==> src/sv/pls_pkg.sv <==
// Types and constants shared by the positional list store
package pls_pkg;

  localparam int DEPTH   = 16;
  localparam int WIDTH   = 32;
  localparam int ADDR_W  = $clog2(DEPTH);
  localparam int CNT_W   = $clog2(DEPTH + 1);
  localparam int FUNC_W  = 3;
  localparam int POS_W   = 4;
  localparam int DATA_W  = 32;
  localparam int COUNT_W = 5;
  localparam int CMP_W   = (CNT_W > POS_W) ? CNT_W : POS_W;

  typedef enum logic [FUNC_W-1:0] {
    FN_APPEND      = 3'd0,
    FN_INSERT_AT   = 3'd1,
    FN_REMOVE_LAST = 3'd2,
    FN_REMOVE_FIRST= 3'd3,
    FN_REMOVE_AT   = 3'd4,
    FN_READ_AT     = 3'd5,
    FN_READ_FIRST  = 3'd6,
    FN_READ_LAST   = 3'd7
  } func_t;

  typedef enum logic [2:0] {
    ST_IDLE,
    ST_RD_WAIT,
    ST_SHIFT_RD,
    ST_SHIFT_WR,
    ST_PUT,
    ST_RESP
  } state_t;

  typedef struct packed {
    func_t              func;
    logic [POS_W-1:0]   position;
    logic [DATA_W-1:0]  value;
  } req_t;

  typedef struct packed {
    logic               status;
    logic [DATA_W-1:0]  data;
    logic [COUNT_W-1:0] count;
    logic               empty_res;
  } rsp_t;

  typedef struct packed {
    logic              we;
    logic [ADDR_W-1:0] waddr;
    logic [WIDTH-1:0]  wdata;
    logic [ADDR_W-1:0] raddr;
  } mem_req_t;

endpackage

==> src/sv/pls_ram.sv <==
// Generic single-write, single-read RAM with registered read data
module pls_ram #(
  parameter int DATA_WIDTH  = 32,
  parameter int DEPTH_WORDS = 16
) (
  input  logic                           clk,
  input  logic                           we,
  input  logic [$clog2(DEPTH_WORDS)-1:0] waddr,
  input  logic [DATA_WIDTH-1:0]          wdata,
  input  logic [$clog2(DEPTH_WORDS)-1:0] raddr,
  output logic [DATA_WIDTH-1:0]          rdata
);

  logic [DATA_WIDTH-1:0] mem [DEPTH_WORDS];

  always_ff @(posedge clk) begin
    if (we) begin
      mem[waddr] <= wdata;
    end
    rdata <= mem[raddr];
  end

endmodule

==> src/sv/pls_seq.sv <==
// Operation sequencer: decodes items, moves entries through the RAM, tracks the count
module pls_seq (
  input  logic                      clk,
  input  logic                      rst,
  input  logic                      req_valid,
  output logic                      req_ready,
  input  pls_pkg::req_t             req,
  output pls_pkg::mem_req_t         mem,
  input  logic [pls_pkg::WIDTH-1:0] rdata,
  input  logic                      res_free,
  output logic                      res_load,
  output pls_pkg::rsp_t             res
);
  import pls_pkg::*;

  state_t             state, state_next;
  logic [CNT_W-1:0]   cnt, cnt_next;
  logic [ADDR_W-1:0]  idx, idx_next;
  logic [ADDR_W-1:0]  pos_reg, pos_reg_next;
  logic [WIDTH-1:0]   word, word_next;
  logic               is_ins, is_ins_next;
  logic               err, err_next;
  logic [DATA_W-1:0]  data, data_next;

  logic [CMP_W-1:0]   cnt_x, pos_x;
  logic [ADDR_W-1:0]  last, at;
  logic               full, empty;

  always_ff @(posedge clk) begin
    if (rst) begin
      state <= ST_IDLE;
      cnt   <= '0;
    end else begin
      state <= state_next;
      cnt   <= cnt_next;
    end
  end

  always_ff @(posedge clk) begin
    idx     <= idx_next;
    pos_reg <= pos_reg_next;
    word    <= word_next;
    is_ins  <= is_ins_next;
    err     <= err_next;
    data    <= data_next;
  end

  always_comb begin
    cnt_x = CMP_W'(cnt);
    pos_x = CMP_W'(req.position);
    full  = (cnt == CNT_W'(DEPTH));
    empty = (cnt == '0);
    last  = ADDR_W'(cnt - 1'b1);
    at    = '0;

    state_next   = state;
    cnt_next     = cnt;
    idx_next     = idx;
    pos_reg_next = pos_reg;
    word_next    = word;
    is_ins_next  = is_ins;
    err_next     = err;
    data_next    = data;

    req_ready = 1'b0;
    mem       = '0;
    res_load  = 1'b0;
    res.status    = err;
    res.data      = data;
    res.count     = COUNT_W'(cnt);
    res.empty_res = empty;

    case (state)
      ST_IDLE: begin
        req_ready = 1'b1;
        if (req_valid) begin
          err_next     = 1'b0;
          data_next    = '0;
          word_next    = WIDTH'(req.value);
          pos_reg_next = ADDR_W'(req.position);
          state_next   = ST_RESP;
          case (req.func)
            FN_APPEND, FN_INSERT_AT: begin
              if (full) begin
                err_next = 1'b1;
              end else if (req.func == FN_INSERT_AT && pos_x < cnt_x) begin
                idx_next    = ADDR_W'(cnt);
                is_ins_next = 1'b1;
                state_next  = ST_SHIFT_RD;
              end else begin
                mem.we    = 1'b1;
                mem.waddr = ADDR_W'(cnt);
                mem.wdata = WIDTH'(req.value);
                cnt_next  = cnt + 1'b1;
              end
            end
            FN_REMOVE_LAST, FN_REMOVE_FIRST, FN_REMOVE_AT: begin
              if (empty) begin
                err_next = 1'b1;
              end else begin
                case (req.func)
                  FN_REMOVE_LAST:  at = last;
                  FN_REMOVE_FIRST: at = '0;
                  default:         at = (pos_x >= cnt_x - 1'b1) ? last
                                                               : ADDR_W'(req.position);
                endcase
                if (CMP_W'(at) + 1'b1 < cnt_x) begin
                  idx_next    = at;
                  is_ins_next = 1'b0;
                  state_next  = ST_SHIFT_RD;
                end else begin
                  cnt_next = cnt - 1'b1;
                end
              end
            end
            FN_READ_AT: begin
              if (pos_x >= cnt_x) begin
                err_next = 1'b1;
              end else begin
                mem.raddr  = ADDR_W'(req.position);
                state_next = ST_RD_WAIT;
              end
            end
            FN_READ_FIRST: begin
              if (empty) begin
                err_next = 1'b1;
              end else begin
                mem.raddr  = '0;
                state_next = ST_RD_WAIT;
              end
            end
            default: begin
              if (empty) begin
                err_next = 1'b1;
              end else begin
                mem.raddr  = last;
                state_next = ST_RD_WAIT;
              end
            end
          endcase
        end
      end
      ST_RD_WAIT: begin
        data_next  = DATA_W'(rdata);
        state_next = ST_RESP;
      end
      ST_SHIFT_RD: begin
        mem.raddr  = is_ins ? idx - 1'b1 : idx + 1'b1;
        state_next = ST_SHIFT_WR;
      end
      ST_SHIFT_WR: begin
        mem.we    = 1'b1;
        mem.waddr = idx;
        mem.wdata = rdata;
        if (is_ins) begin
          if (idx - 1'b1 == pos_reg) begin
            state_next = ST_PUT;
          end else begin
            idx_next   = idx - 1'b1;
            state_next = ST_SHIFT_RD;
          end
        end else begin
          if (CMP_W'(idx) + CMP_W'(2) >= cnt_x) begin
            cnt_next   = cnt - 1'b1;
            state_next = ST_RESP;
          end else begin
            idx_next   = idx + 1'b1;
            state_next = ST_SHIFT_RD;
          end
        end
      end
      ST_PUT: begin
        mem.we     = 1'b1;
        mem.waddr  = pos_reg;
        mem.wdata  = word;
        cnt_next   = cnt + 1'b1;
        state_next = ST_RESP;
      end
      ST_RESP: begin
        if (res_free) begin
          res_load   = 1'b1;
          state_next = ST_IDLE;
        end
      end
      default: begin
        state_next = ST_IDLE;
      end
    endcase
  end

endmodule

==> src/sv/positional_list_store_unit.sv <==
// Positional list store: ordered list of up to DEPTH words with stack, queue and indexed ops
// Entries live in a RAM with one write and one read port and registered reads; an item holds the block
// from acceptance until its result is loaded into the output register, which then waits for
// the consumer while the next item is taken. Append, insert past the end, remove of the last
// entry and every error go straight to the result; reads pass through a read-wait state; insert
// at p shifts count-p entries up then writes the word, remove at a shifts count-1-a entries down,
// each shifted entry taking one RAM read and one write. No clearing pass runs after reset.
module positional_list_store_unit (
  input  logic           clk,
  input  logic           rst,
  input  logic           req_valid,
  output logic           req_ready,
  input  pls_pkg::req_t  req,
  output logic           rsp_valid,
  input  logic           rsp_ready,
  output pls_pkg::rsp_t  rsp
);
  import pls_pkg::*;

  mem_req_t          mem;
  logic [WIDTH-1:0]  rdata;
  logic              res_free;
  logic              res_load;
  rsp_t              res;

  assign res_free = !rsp_valid || rsp_ready;

  pls_seq u_seq (
    .clk       (clk),
    .rst       (rst),
    .req_valid (req_valid),
    .req_ready (req_ready),
    .req       (req),
    .mem       (mem),
    .rdata     (rdata),
    .res_free  (res_free),
    .res_load  (res_load),
    .res       (res)
  );

  pls_ram #(
    .DATA_WIDTH  (WIDTH),
    .DEPTH_WORDS (DEPTH)
  ) u_ram (
    .clk   (clk),
    .we    (mem.we),
    .waddr (mem.waddr),
    .wdata (mem.wdata),
    .raddr (mem.raddr),
    .rdata (rdata)
  );

  always_ff @(posedge clk) begin
    if (rst) begin
      rsp_valid <= 1'b0;
    end else if (res_load) begin
      rsp_valid <= 1'b1;
    end else if (rsp_ready) begin
      rsp_valid <= 1'b0;
    end
  end

  always_ff @(posedge clk) begin
    if (res_load) begin
      rsp <= res;
    end
  end

endmodule

==> config.mk <==
export PLATFORM = sky130hd
export DESIGN_NAME = positional_list_store_unit
export DESIGN_NICKNAME = d
export VERILOG_FILES = /design/src/sv/pls_pkg.sv /design/src/sv/pls_ram.sv /design/src/sv/pls_seq.sv /design/src/sv/positional_list_store_unit.sv
export SDC_FILE = /design/constraint.sdc
export NUM_CORES = 1
export LEC_CHECK = 0
export ABC_AREA = 0
export BUFFER_PORTS_ARGS = -buffer_cell sky130_fd_sc_hd__buf_4
export CORE_MARGIN = 2
export CORE_UTILIZATION = 54
export CTS_CLUSTER_DIAMETER = 80
export DETAILED_ROUTE_END_ITERATION = 8
export MAX_ROUTING_LAYER = met4
export PLACE_DENSITY = 0.72
export SLEW_MARGIN = 15
export SYNTH_ARGS = -nofsm -noshare
export SYNTH_HDL_FRONTEND = slang
export SYNTH_SLANG_ARGS = --single-unit
==> constraint.sdc <==
create_clock -name clk -period 11.8 [get_ports clk]
set_input_delay 1.77 -clock clk [delete_from_list [all_inputs] [get_ports clk]]
set_output_delay 1.77 -clock clk [all_outputs]
set_load 0.02 [all_outputs]
; Yosys cells after proc, flatten, opt, wreduce, memory -nomap -nowiden
; Memories as Yosys holds them, arrays and structs flattened. A register that Yosys moved wholly into a read port is not among the register bits.
; Cells that the tools add are included.
[classes]
n_addsub = 6
n_lt_le_gt_ge = 5
eq_ne = 30
muxes = 66
reduce_logical = 21
[op_table]
columns = cell, n
row1 = 2-to-1 mux 37 bit, 3
row2 = case mux 37 bit (3 select lines), 1
row3 = 2-to-1 mux 4 bit, 16
row4 = case mux 32 bit (2 select lines), 1
row5 = 2-to-1 mux 41 bit, 1
row6 = case mux 4 bit (2 select lines), 5
row7 = 2-to-1 mux 5 bit, 7
row8 = 2-to-1 mux 3 bit, 11
row9 = 2-to-1 mux 32 bit, 1
row10 = != test 3 bit (second input constant), 6
row11 = AND reduction 9 bit, 2
row12 = equality test 3 bit (second input constant), 5
row13 = case mux 3 bit (5 select lines), 1
row14 = case mux 5 bit (3 select lines), 1
row15 = 2-to-1 mux 1 bit, 14
row16 = equality test 3 x 2 -> 1 bit (second input constant), 4
row17 = greater-or-equal comparator 4 x 5 -> 1 bit, 2
row18 = != test 2 bit (second input constant), 5
row19 = case mux 5 bit (2 select lines), 1
row20 = != test 3 x 2 -> 1 bit (second input constant), 3
row21 = case mux 3 bit (3 select lines), 1
row22 = nonzero test 2 bit, 4
row23 = AND reduction 7 bit, 1
row24 = equality test 3 x 1 -> 1 bit (second input constant), 2
row25 = other kinds (23), 30
[word_totals]
reg_bits = 122
ram_bits = 512
input_bits = 43
output_inout_bits = 41
wordCells = 142
n_memories = 1
[mem_list]
columns = name, words, word_bits, rd, rd_clocked_by_memory_dff, wr, line_no
row1 = u_ram.mem, 16, 32, 1, 1, 1, pls_ram.sv:14  ; logic [DATA_WIDTH-1:0] mem [DEPTH_WORDS];

; Longest topological paths before layout
; Gate-level depths: netlist of the first run.
[logic_depth]
ltp_word = 15
mapped_depth = 22
depth_no_buf = 21

; Cells and area by module
; Synthesis of the first run repeated with hierarchy kept, for this count alone.
[unflattened]
cells_unflattened = 1319
hier_area_um2 = 25789.7
[by_module_without_submodules]
columns = module, n_inst, cells_per_inst, area_each_um2, seq_area_each_um2
row1 = pls_ram, 1, 838, 19835.3, 16015.4
row2 = pls_seq, 1, 438, 4737.0, 2382.3
row3 = positional_list_store_unit, 1, 43, 1217.4, 1191.1

; Least setup slack after synthesis of the first run
; No wires, ideal clock.
[synth_path]
kind = input to register
from = input req[32] (netlist name)
to = register u_seq.state[1]
setup_ns = 0.100
t_arrival_ns = 5.067
required_time_ns = 11.700
path_slack_ns = 6.634
cell_stages = 18
n_path_buf = 0
cell_sequence = inv_1 -> ha_1 -> nor3b_1 -> o21bai_1 -> a21oi_1 -> nor2_1 -> o32a_2 -> inv_1 -> ha_1 -> xnor2_1 -> ha_1 -> a21o_1 -> a21o_1 -> a21oi_1 -> o21ai_1 -> o211a_1 -> or3_4 -> a2111oi_4
[synth_via]
elab_chain_len = 14
word_cells_on_any_way = 18
classes_between = 1 x add/sub / 3 x order compare / 13 x mux / 1 x reduce/logical
[synth_lines]
columns = element, line_no
row1 = from (decl), positional_list_store_unit.sv:13  ; input pls_pkg::req_t req,
row2 = greater-or-equal comparator 4 x 5 -> 1 bit, pls_seq.sv:104  ; default: at = (pos_x >= cnt_x - 1'b1) ? last
row3 = 2-to-1 mux 4 bit, pls_seq.sv:104
row4 = case mux 4 bit (2 select lines), pls_seq.sv:101  ; case (req.func)
row5 = 2-to-1 mux 4 bit, pls_seq.sv:98  ; if (empty) begin
row6 = 2-to-1 mux 4 bit, pls_seq.sv:82  ; case (req.func)
row7 = 2-to-1 mux 4 bit, pls_seq.sv:76  ; if (req_valid) begin
row8 = 2-to-1 mux 4 bit, pls_seq.sv:73  ; case (state)
row9 = adder 4 x 1 -> 5 bit, pls_seq.sv:107  ; if (CMP_W'(at) + 1'b1 < cnt_x) begin
row10 = less-than comparator 5 bit, pls_seq.sv:107
row11 = 2-to-1 mux 3 bit, pls_seq.sv:107
row12 = 2-to-1 mux 3 bit, pls_seq.sv:98
row13 = case mux 3 bit (3 select lines) *, pls_seq.sv:82
row14 = 2-to-1 mux 3 bit *, pls_seq.sv:76
row15 = case mux 3 bit (5 select lines) *, pls_seq.sv:73
row16 = to (signal assigned), pls_seq.sv:34  ; state <= state_next;
row17 = to (decl), pls_seq.sv:16  ; state_t state, state_next;
; Every way passes the cells marked *; elsewhere a longest branch is shown, timed or not. The select of a mux whose other input is x is not followed.
; A chain may end at the register's enable or synchronous reset.

; Final worst setup path of the first run
[layout_path]
from = register u_seq.cnt[0]
to = register u_seq.idx[0] (enable)
[layout_via]
elab_chain_len = 12
word_cells_on_any_way = 21
classes_between = 2 x add/sub / 4 x order compare / 6 x eq/ne / 6 x mux / 3 x reduce/logical
[layout_lines]
columns = element, line_no
row1 = from (decl), pls_seq.sv:17  ; logic [CNT_W-1:0] cnt, cnt_next;
row2 = from (signal assigned), pls_seq.sv:35  ; cnt <= cnt_next;
row3 = subtractor 5 x 1 -> 5 bit, pls_seq.sv:53  ; last = ADDR_W'(cnt - 1'b1);
row4 = greater-or-equal comparator 4 x 5 -> 1 bit, pls_seq.sv:104
row5 = 2-to-1 mux 4 bit, pls_seq.sv:104
row6 = case mux 4 bit (2 select lines), pls_seq.sv:101
row7 = 2-to-1 mux 4 bit, pls_seq.sv:98
row8 = 2-to-1 mux 4 bit, pls_seq.sv:82
row9 = 2-to-1 mux 4 bit, pls_seq.sv:76
row10 = 2-to-1 mux 4 bit, pls_seq.sv:73
row11 = adder 4 x 1 -> 5 bit, pls_seq.sv:107
row12 = less-than comparator 5 bit, pls_seq.sv:107
row13 = != test 3 x 2 -> 1 bit (no line), n/a
row14 = AND reduction 9 bit (no line) *, n/a
row15 = to (signal assigned), pls_seq.sv:40  ; idx <= idx_next;
row16 = to (decl), pls_seq.sv:18  ; logic [ADDR_W-1:0] idx, idx_next;
; Marks and branches as above.

==> flow_summary.ini, run 1 <==
[status]
status = complete, no violations

[synthesis]
syn_nets = 1705
syn_avg_cell_area_um2 = 16.44
synth_top_area_share_pct = 69.71
synth_commonest_cells = edfxtp_1 (625), mux2i_1 (262), nand2_1 (88)
yosysMostFrequentCell = edfxtp_1
synth_flop_cell = edfxtp_1
synth_top_cell_by_area = edfxtp_1
synthArstFlopShare_pct = 0
mappedNetlistArea_mm2 = 0.02692
synthTopCellsByArea = edfxtp_1 (70%), mux2i_1 (9.7%), dfxtp_1 (3.0%)
synth_edf_count = 625
synthDistinctLibCells = 63
synth-seq-cells = 666
synth_warnings = 0
ys_seq_area_share_pct = 72.75
syn-instance-count = 1638

[floorplan]
die_h_um = 227.3
coreArea_mm2 = 0.04905
dieArea_mm2 = 0.05166
ios = 84
die_w_um = 227.3
start_util_pct = 54.89
num_rows = 81

[clock_tree]
cts.clk_slew.worst_paths_ns = 0.07
cts-resized-gates = 0
cts.sinks = 666
numCtsBuffers = 66
clk_path_buf_depth = 3
cts-root-buf = clkbuf_16
cts_hold_buf = 0
cts_setup_buffers = 0
clkLatencyLatePin_ns = 0.59
cts.htree.levels = 3
cts_tree = built

[timing]
fin_hold_ws_ns = 0.4039
rsz0062_at_grt = false
tns_ns = 0
relSlewSlack_pct = 22.48
finalSetupViolations = 0
tightest_slew_ns = 1.163
min_period_over_period_pct = 46.12
layout_min_cycle_time_ns = 5.442
finalHoldViolCount = 0
max_freq_ghz = 0.1837
skew_ns = 0.02098
finalMaxSlewViolations = 0
setup_ws_ns = 6.358

[critical_path]
crit_path_end_kind = flop
criticalPathCategory = flop to flop
r2r_start = u_seq.cnt[0]
arrival_ns = 5.72
worstPathRequired_ns = 12.08
critical_path.max_fanout = 13
r2r_end = u_seq.idx[0]
startpoint = u_seq.cnt[0]
r2r_cells = 21
rrSetupSlack_ns = 6.36
worstSetupStartpointType = flop
cp-endpoint = u_seq.idx[0]

[flow_run]
drv_cap = 0

[place]
post_dp_cell_area_mm2 = 0.02836
numPortBuffers = 83
globalplace.congestion = 0.9309
place_ws_ns = 6.079
dp_hpwl_um = 30870
dp_cells = 2327

[finish]
top_register = u_ram.mem
design_area_mm2 = 0.03045
final_util_pct = 62.08
n_antenna_cell = 0
largest_reg_flops = 512
reg_top3 = u_ram.mem x512, rsp x39
drive_above_1_share_pct = 15.21
area.growth.synth_to_final_pct = 13.10
instances_no_fill = 2446
fin_nets = 1798

[power]
p_seq_share_pct = 47.8
p_per_area_mw_per_mm2 = 226.1
switching_share_pct = 29.15
p_leak_nw = 9.935
switching_power_mw = 2.007
p_int_mw = 4.878
p_comb_share_pct = 22.8
ir_drop_mv = 0.1110
power.share.clock_pct = 29.4
finalPower_mw = 6.885

[drt]
vias = 14510
wirelength_um = 58900
via_per_inst = 5.933
drc = 0
drt.antenna.violating_nets = 0
first_pass_iters = 9
wire_per_inst_um = 24.08
first_iter_violations = 1415

[global_routing]
grt_pass1_wl_um = 87130
overflow = 0
grt_max_degree = 193
grt_pass1_vias = 14330
track_usage_pct = 23.91
antenna_found_initial = 1

[min_path]
min_path_type = flop to flop
## power groups by stage
| stage | Sequential (mW) | Combinational [mW] | Clock [mW] |
|---|---|---|---|
| finish | 3.29 | 1.57 | 2.03 |
| global route | 3.31 | 1.72 | 2.15 |
| CTS | 3.29 | 1.57 | 2.06 |
| detailed placement | 3.33 | 1.56 | 0 |
| global placement | 3.32 | 1.52 | 0 |
| floorplan | 3.29 | 1.06 | 0 |
## cell type report
class	count	area, um^2
clock buffer	95	1853
clock inverter	24	237.7
fill	3584	18600
inverter	53	198.9
multi-input combinational	831	6870
sequential	666	19590
tap	664	830.8
timing repair buffer	113	873.3
## worst min-delay path by stage
stage               cells after the start      end  slack, ns           start
detailed placement                      0  rsp[12]       0.40   u_seq.data[6]
CTS                                     0  rsp[27]       0.41  u_seq.data[21]
global placement                        0  rsp[13]       0.40   u_seq.data[7]
global route                            0  rsp[27]       0.42  u_seq.data[21]
finish                                  0  rsp[27]       0.40  u_seq.data[21]
floorplan                               0  rsp[10]       0.40   u_seq.data[4]
## cell families (layout without fill, tap and decap cells)
| family | count (synthesis) | in the layout | share of synthesized area, % |
|---|---|---|---|
| muxes | 330 | 330 | 12.58 |
| xor gates and xnor gates | 16 | 16 | 0.5205 |
| DFF | 666 | 666 | 72.75 |
| buffers and inverters | 141 | 285 | 2.458 |
| and+or+nand+nor | 210 | 210 | 3.871 |
| adders and majority gates | 24 | 24 | 1.115 |
| AOI/OAI and AO/OA | 251 | 251 | 6.696 |
## critical path, stage by stage, from the launching register on
cell and delay, ns:
dfxtp_1 0.72, inv_1 0.29, ha_1 0.32, xor2_1 0.37, inv_1 0.10, ha_1 0.28, o21ai_0 0.07, o21bai_1 0.18
a21oi_1 0.14, o31a_1 0.28, o22a_1 0.20, inv_1 0.13, ha_1 0.19, xnor2_1 0.08, ha_1 0.32, a21o_1 0.16
a21o_1 0.18, a211oi_1 0.22, o21ai_0 0.13, o211a_1 0.20, nor3_1 0.30, mux2_2 0.27
## per-layer routing
metal | track usage (%) | vias to the layer above | part of all wire (%)
li1 | - | 6573 | -
met1 | 31.97 | 7302 | 42
met2 | 37.44 | 523 | 48
met3 | 4.014 | 115 | 7.2
met4 | 8.370 | 0 | 2.8
met5 | - | - | 0
## placed cells by master (no fill, tap or decap), types with 33 or more instances in the layout
cell type,synthesis,routed
and2_1,34,33
mux2i_1,262,262
o221ai_1,35,34
o21ai_1,55,55
inv_1,51,51
a222oi_1,34,34
clkbuf_16,0,68
mux2_1,38,38
nand2_1,88,88
dfxtp_1,41,41
edfxtp_1,625,625
a22oi_1,34,34
buf_4,23,111
(Power assumes the default switching activity.)
==> run 2, diff against run 1 <==
--- a/config.mk
+++ b/config.mk
@@ -5,14 +5,14 @@
 export SDC_FILE = /design/constraint.sdc
 export NUM_CORES = 1
 export LEC_CHECK = 0
-export ABC_AREA = 0
+export ABC_AREA = 1
 export BUFFER_PORTS_ARGS = -buffer_cell sky130_fd_sc_hd__buf_4
 export CORE_MARGIN = 2
 export CORE_UTILIZATION = 54
 export CTS_CLUSTER_DIAMETER = 80
 export DETAILED_ROUTE_END_ITERATION = 8
 export MAX_ROUTING_LAYER = met4
-export PLACE_DENSITY = 0.72
+export PLACE_DENSITY = 0.74
 export SLEW_MARGIN = 15
 export SYNTH_ARGS = -nofsm -noshare
 export SYNTH_HDL_FRONTEND = slang
==> constraint.sdc (replaced) <==
create_clock -name clk -period 5 [get_ports clk]
set_input_delay 0.75 -clock clk [delete_from_list [all_inputs] [get_ports clk]]
set_output_delay 0.75 -clock clk [all_outputs]
set_load 0.02 [all_outputs]
==> run 2 against run 1 <==
Clock power rose by 140%. Largest power group unchanged. Sequential share of layout area fell by 1.8 points. Highest routed layer unchanged. Combinational power rose to 3.2 times the previous value. Synthesized cell count rose by 31%.
==> flow_summary.ini, run 2 <==
[timing]
tns_ns = 0
min_period_over_period_pct = 90.72
finalHoldViolCount = 0
finalMaxSlewViolations = 0
setup_ws_ns = 0.4640
relSlewSlack_pct = 18.68
finalSetupViolations = 0
rsz0062_at_grt = false
tightest_slew_ns = 1.214
skew_ns = 0.02708
max_freq_ghz = 0.2205
layout_min_cycle_time_ns = 4.536

[drt]
drc = 0
first_iter_violations = 2091
first_pass_iters = 6
wirelength_um = 65680
via_per_inst = 5.880
drt.antenna.violating_nets = 0
wire_per_inst_um = 22.23
vias = 17380

[clock_tree]
clk_path_buf_depth = 3
cts.htree.levels = 3
cts-root-buf = clkbuf_16
cts-resized-gates = 0
cts_tree = built
clkLatencyLatePin_ns = 0.60
cts.clk_slew.worst_paths_ns = 0.06
cts_hold_buf = 0
cts.sinks = 666
numCtsBuffers = 67
cts_setup_buffers = 0

[synthesis]
synthDistinctLibCells = 46
yosysMostFrequentCell = edfxtp_1
syn-instance-count = 2140
syn_nets = 2207
synth_flop_cell = edfxtp_1
synth_warnings = 0
mappedNetlistArea_mm2 = 0.02751
synthTopCellsByArea = edfxtp_1 (68%), o211ai_1 (7.9%), nand3_1 (4.0%)
synthArstFlopShare_pct = 0
synth-seq-cells = 666
synth_top_area_share_pct = 68.22
synth_top_cell_by_area = edfxtp_1
ys_seq_area_share_pct = 71.20
syn_avg_cell_area_um2 = 12.86
synth_commonest_cells = edfxtp_1 (625), o211ai_1 (288), nand2_1 (286)
synth_edf_count = 625

[min_path]
holdPathStages = 1
min_from = req[26]
min_path_type = primary input to flop
hold_end = u_seq.word[26]

[critical_path]
slowest_delay_ns = 0.43
worstSetupStartpointType = flop
path_cells = inv_1 > ha_1 > xnor2_1 > ha_1 > nand2_1 > nand3_1 > nand2_1 > inv_1 > o32ai_1 > buf_4 > ha_1 > xnor2_1 > inv_1 > ha_1 > a21oi_1 > nor2_1 > a211oi_1 > nand2_1 > a2111oi_0 > buf_4
worstPathRequired_ns = 5.32
crit_buf_inv = 5
cp_common_cell = ha_1
rrSetupSlack_ns = 0.46
cp_slowest_cell = dfxtp_1
r2r_start = u_seq.cnt[1]
r2r_end = u_seq.idx[1]
crit_family = compound AO/OA/AOI/OAI gates
critical_path.max_fanout = 6
criticalPathCategory = flop to flop
r2r_cells = 20
crit_path_end_kind = flop
arrival_ns = 4.85

[finish]
drive_above_1_share_pct = 17.74
largest_reg_flops = 512
nFillCells = 3688
n_antenna_cell = 0
fin_nets = 2301
area.growth.synth_to_final_pct = 13.96
final_common_cell = edfxtp_1
top_register = u_ram.mem
reg_top3 = u_ram.mem x512, rsp x39
final_cell_mix = edfxtp_1 (625), o211ai_1 (288), nand2_1 (285), inv_1 (222), nand3_1 (217)

[place]
globalplace.congestion = 0.8804
dp_hpwl_um = 35120
numPortBuffers = 83
place_ws_ns = 0.4904

[floorplan]
num_rows = 82
ios = 84
dieArea_mm2 = 0.05277
coreArea_mm2 = 0.05027
start_util_pct = 54.73
die_h_um = 229.7
die_w_um = 229.7

[global_routing]
grt_pass1_wl_um = 99870
overflow = 0
track_usage_pct = 25.74
grt_max_degree = 291
antenna_found_initial = 0
grt_pass1_vias = 16920

[flow_run]
drv_cap = 0

[power]
ir_drop_mv = 0.3763
p_leak_nw = 11.17
p_per_area_mw_per_mm2 = 569.7

[status]
status = complete, no violations
## run 2: final cells by class
type,instances,area (um^2),share of cell area (%)
timing repair buffer,142,1266,4.039
tap,672,840.8,2.682
clock buffer,89,1853,5.910
multi-input combinational,1125,6619,21.11
inverter,232,879.6,2.805
clock inverter,29,305.3,0.9737
sequential,666,19590,62.48
## run 2: per-stage QoR
stage                     instance area (um^2)  utilization [%]  power [mW]  instances  hold slack (ns)
final                                    31350            62.36       17.86       2955           0.3352
after floorplan                          27530                -       11.21       2140           0.4003
after global placement                   29120            57.92       12.79       2827           0.4023
after global routing                     31350            62.36       18.70       2955           0.3291
after CTS                                31280            62.21       17.89       2945           0.3135
after detailed placement                 29120            57.92       12.94       2827           0.4045
## run 2: worst max-delay path by stage
stage / startpoint / endpoint / slack, ns / cells after the start
3_3_place_gp: u_seq.cnt[1] / u_seq.idx[1] / 0.57 / 20
5_1_grt: u_seq.cnt[1] / u_seq.idx[1] / 0.12 / 20
3_5_place_dp: u_seq.cnt[1] / u_seq.idx[2] / 0.49 / 20
2_1_floorplan: u_seq.cnt[0] / u_seq.idx[0] / 0.52 / 18
4_1_cts: u_seq.cnt[1] / u_seq.idx[3] / 0.48 / 20
6_report: u_seq.cnt[1] / u_seq.idx[1] / 0.46 / 20
## run 2: worst register-to-register path: stages (launching register included)
cell,delay [ns]
dfxtp_1,0.43
inv_1,0.20
ha_1,0.27
xnor2_1,0.39
ha_1,0.31
nand2_1,0.07
nand3_1,0.10
nand2_1,0.13
inv_1,0.07
o32ai_1,0.23
buf_4,0.17
ha_1,0.17
xnor2_1,0.12
inv_1,0.06
ha_1,0.28
a21oi_1,0.13
nor2_1,0.05
a211oi_1,0.38
nand2_1,0.11
a2111oi_0,0.39
buf_4,0.21
## run 2: cells by family after synthesis
group                    Yosys count  share of synthesized area, %
AND/OR/NAND/NOR                  733                         12.41
flip-flops                       666                         71.20
AO/OA/AOI/OAI                    353                         9.300
buffers and inverters            349                         5.521
adder cells (fa/ha/maj)           24                         1.091
XOR/XNOR                          14                        0.4457
multiplexers                       1                       0.03638
## run 2: routing by layer
layer / vias up / global-route usage, % / wire [um]
met5: - / - / 0
met4: 0 / 9.476 / 1844
met3: 126 / 3.584 / 5171
met2: 736 / 40.87 / 31870
met1: 8582 / 34.25 / 26790
li1: 7931 / - / -
## run 2: power by group
group | switching (mW) | internal, mW
logic | 3.48 | 1.50
registers | 0.268 | 7.68
clock network | 2.02 | 2.92
==> run 3, diff against run 2 <==
--- a/config.mk
+++ b/config.mk
@@ -16,4 +16,5 @@
 export SLEW_MARGIN = 15
 export SYNTH_ARGS = -nofsm -noshare
 export SYNTH_HDL_FRONTEND = slang
+export SYNTH_HIERARCHICAL = 1
 export SYNTH_SLANG_ARGS = --single-unit
==> run 3 against run 2 <==
Die area rose by 5.1%. Via count rose by 12%. Setup slack improved by 0.28 ns. Sequential power fell by 4.9%.
==> flow_summary.ini, run 3 <==
[status]
status = complete, no violations

[timing]
finalMaxSlewViolations = 0
tns_ns = 0
finalHoldViolCount = 0
rsz0062_at_grt = false
min_period_over_period_pct = 85.03
max_freq_ghz = 0.2352
tightest_slew_ns = 1.314
layout_min_cycle_time_ns = 4.251
setup_ws_ns = 0.7486
finalSetupViolations = 0
relSlewSlack_pct = 12.39
skew_ns = 0.02648

[finish]
final_cell_mix = nand2_1 (801), edfxtp_1 (625), inv_1 (467), nand3_1 (410), buf_4 (138)
final_common_cell = nand2_1
reg_top3 = u_ram/mem x512, rsp x39
largest_reg_flops = 512
top_register = u_ram/mem
fin_nets = 2892
area.growth.synth_to_final_pct = 12.48
n_antenna_cell = 0
drive_above_1_share_pct = 10.78

[flow_run]
drv_cap = 0

[drt]
drc = 0
vias = 19400
first_iter_violations = 2512
wire_per_inst_um = 19.81
wirelength_um = 70600
via_per_inst = 5.444
drt.antenna.violating_nets = 0
first_pass_iters = 7

[critical_path]
critical_path.max_fanout = 8
worstSetupStartpointType = flop
cp_common_cell = ha_1
crit_family = adder cells
path_cells = inv_1 > ha_1 > xnor2_1 > ha_1 > nand2_1 > nand3_1 > nand2_2 > inv_1 > o32ai_2 > ha_1 > xnor2_1 > inv_1 > ha_1 > a21oi_1 > o21a_1 > nand2_1 > a31oi_1
crit_path_end_kind = flop
arrival_ns = 4.50
crit_buf_inv = 3
worstPathRequired_ns = 5.25
slowest_delay_ns = 0.49
criticalPathCategory = flop to flop
rrSetupSlack_ns = 0.75
cp_slowest_cell = dfxtp_1

[power]
ir_drop_mv = 0.4178
p_per_area_mw_per_mm2 = 534.4
p_leak_nw = 13.70

[floorplan]
dieArea_mm2 = 0.05548
ios = 84
num_rows = 84
start_util_pct = 54.88
coreArea_mm2 = 0.05276
die_h_um = 235.6
die_w_um = 235.6

[synthesis]
synth-seq-cells = 666
synth_commonest_cells = nand2_1 (801), edfxtp_1 (625), inv_1 (468)
syn_nets = 2790
synth_top_area_share_pct = 64.82
synthArstFlopShare_pct = 0
mappedNetlistArea_mm2 = 0.02895
synthTopCellsByArea = edfxtp_1 (65%), nand2_1 (10%), nand3_1 (7.1%)
synth_edf_count = 625
syn_avg_cell_area_um2 = 10.64
synth_top_cell_by_area = edfxtp_1
synthDistinctLibCells = 51
yosysMostFrequentCell = nand2_1
synth_warnings = 6
syn-instance-count = 2722
ys_seq_area_share_pct = 67.66
synth_flop_cell = edfxtp_1

[global_routing]
track_usage_pct = 26.29
overflow = 0
antenna_found_initial = 0
grt_pass1_vias = 18850
grt_pass1_wl_um = 108500
grt_max_degree = 198

[clock_tree]
cts_setup_buffers = 0
cts.sinks = 666
cts_tree = built
cts.clk_slew.worst_paths_ns = 0.06
cts-root-buf = clkbuf_16
numCtsBuffers = 66
cts-resized-gates = 0
clkLatencyLatePin_ns = 0.61
cts_hold_buf = 0
cts.htree.levels = 3
clk_path_buf_depth = 3

[place]
place_ws_ns = 0.7932
dp_hpwl_um = 41120
globalplace.congestion = 0.8992
numPortBuffers = 83

[min_path]
min_path_type = primary input to flop
-- run 3: changes by cell type in the layout (fill, tap and decap cells not counted), moves of 5 or more --
cell,change
nand2_1,+516
o211ai_1,-254
inv_1,+245
nand3_1,+193
or2_2,-128
nor2_1,-17
buf_4,+15
a21oi_1,+8
o21ai_0,-8
inv_2,+5
nor2_2,+5
-- run 3: worst paths after layout --
path             startpoint            end  cells after the start
min reg2reg  u_seq/data[14]        rsp[20]                      0
max            u_seq/cnt[1]   u_seq/idx[2]                     17
min                  req[5]  u_seq/word[5]                      1
max reg2reg    u_seq/cnt[1]   u_seq/idx[2]                     17
-- run 3: cell type report --
cell class                 count  area (um^2)
clock buffer                  83         1768
clock inverter                37        295.3
fill                        3953        20200
inverter                     481         1817
multi-input combinational   1451         6904
sequential                   666        19590
tap                          688        860.8
timing repair buffer         158         1331
-- run 3: kinds of logic after synthesis --
logic type,Yosys count,synth area share [%]
and+or+nand+nor,1309,19.31
DFF,666,67.66
buffers and inverters,605,9.080
AOI/OAI and AO/OA,102,2.416
adders and majority gates,25,1.080
xor gates and xnor gates,15,0.4538
-- run 3: metal layers --
metal / vias up / global-route usage (%) / wire length, um
met4: 0 / 9.438 / 1786
li1: 9112 / - / -
met1: 9178 / 36.20 / 29180
met2: 982 / 39.38 / 32600
met5: - / - / 0
met3: 131 / 4.866 / 7036
-- run 3: where the power goes --
group | switching [mW] | internal [mW] | total (mW) | leakage (nW)
clock network | 2.09 | 2.69 | 4.78 | 1.01
registers | 0.224 | 7.33 | 7.55 | 6.14
logic | 3.68 | 1.39 | 5.07 | 6.55
-- run 3: through the flow --
step,instance area (um^2),utilization (%),power (mW),std cells,hold WS (ns)
after floorplan,28960,-,10.92,2722,0.4003
after global routing,32570,61.72,18.19,3564,0.3175
final,32570,61.72,17.40,3564,0.3331
after CTS,32500,61.60,17.37,3555,0.3103
after global placement,30430,57.68,12.48,3434,0.4008
after detailed placement,30440,57.69,12.61,3435,0.4045
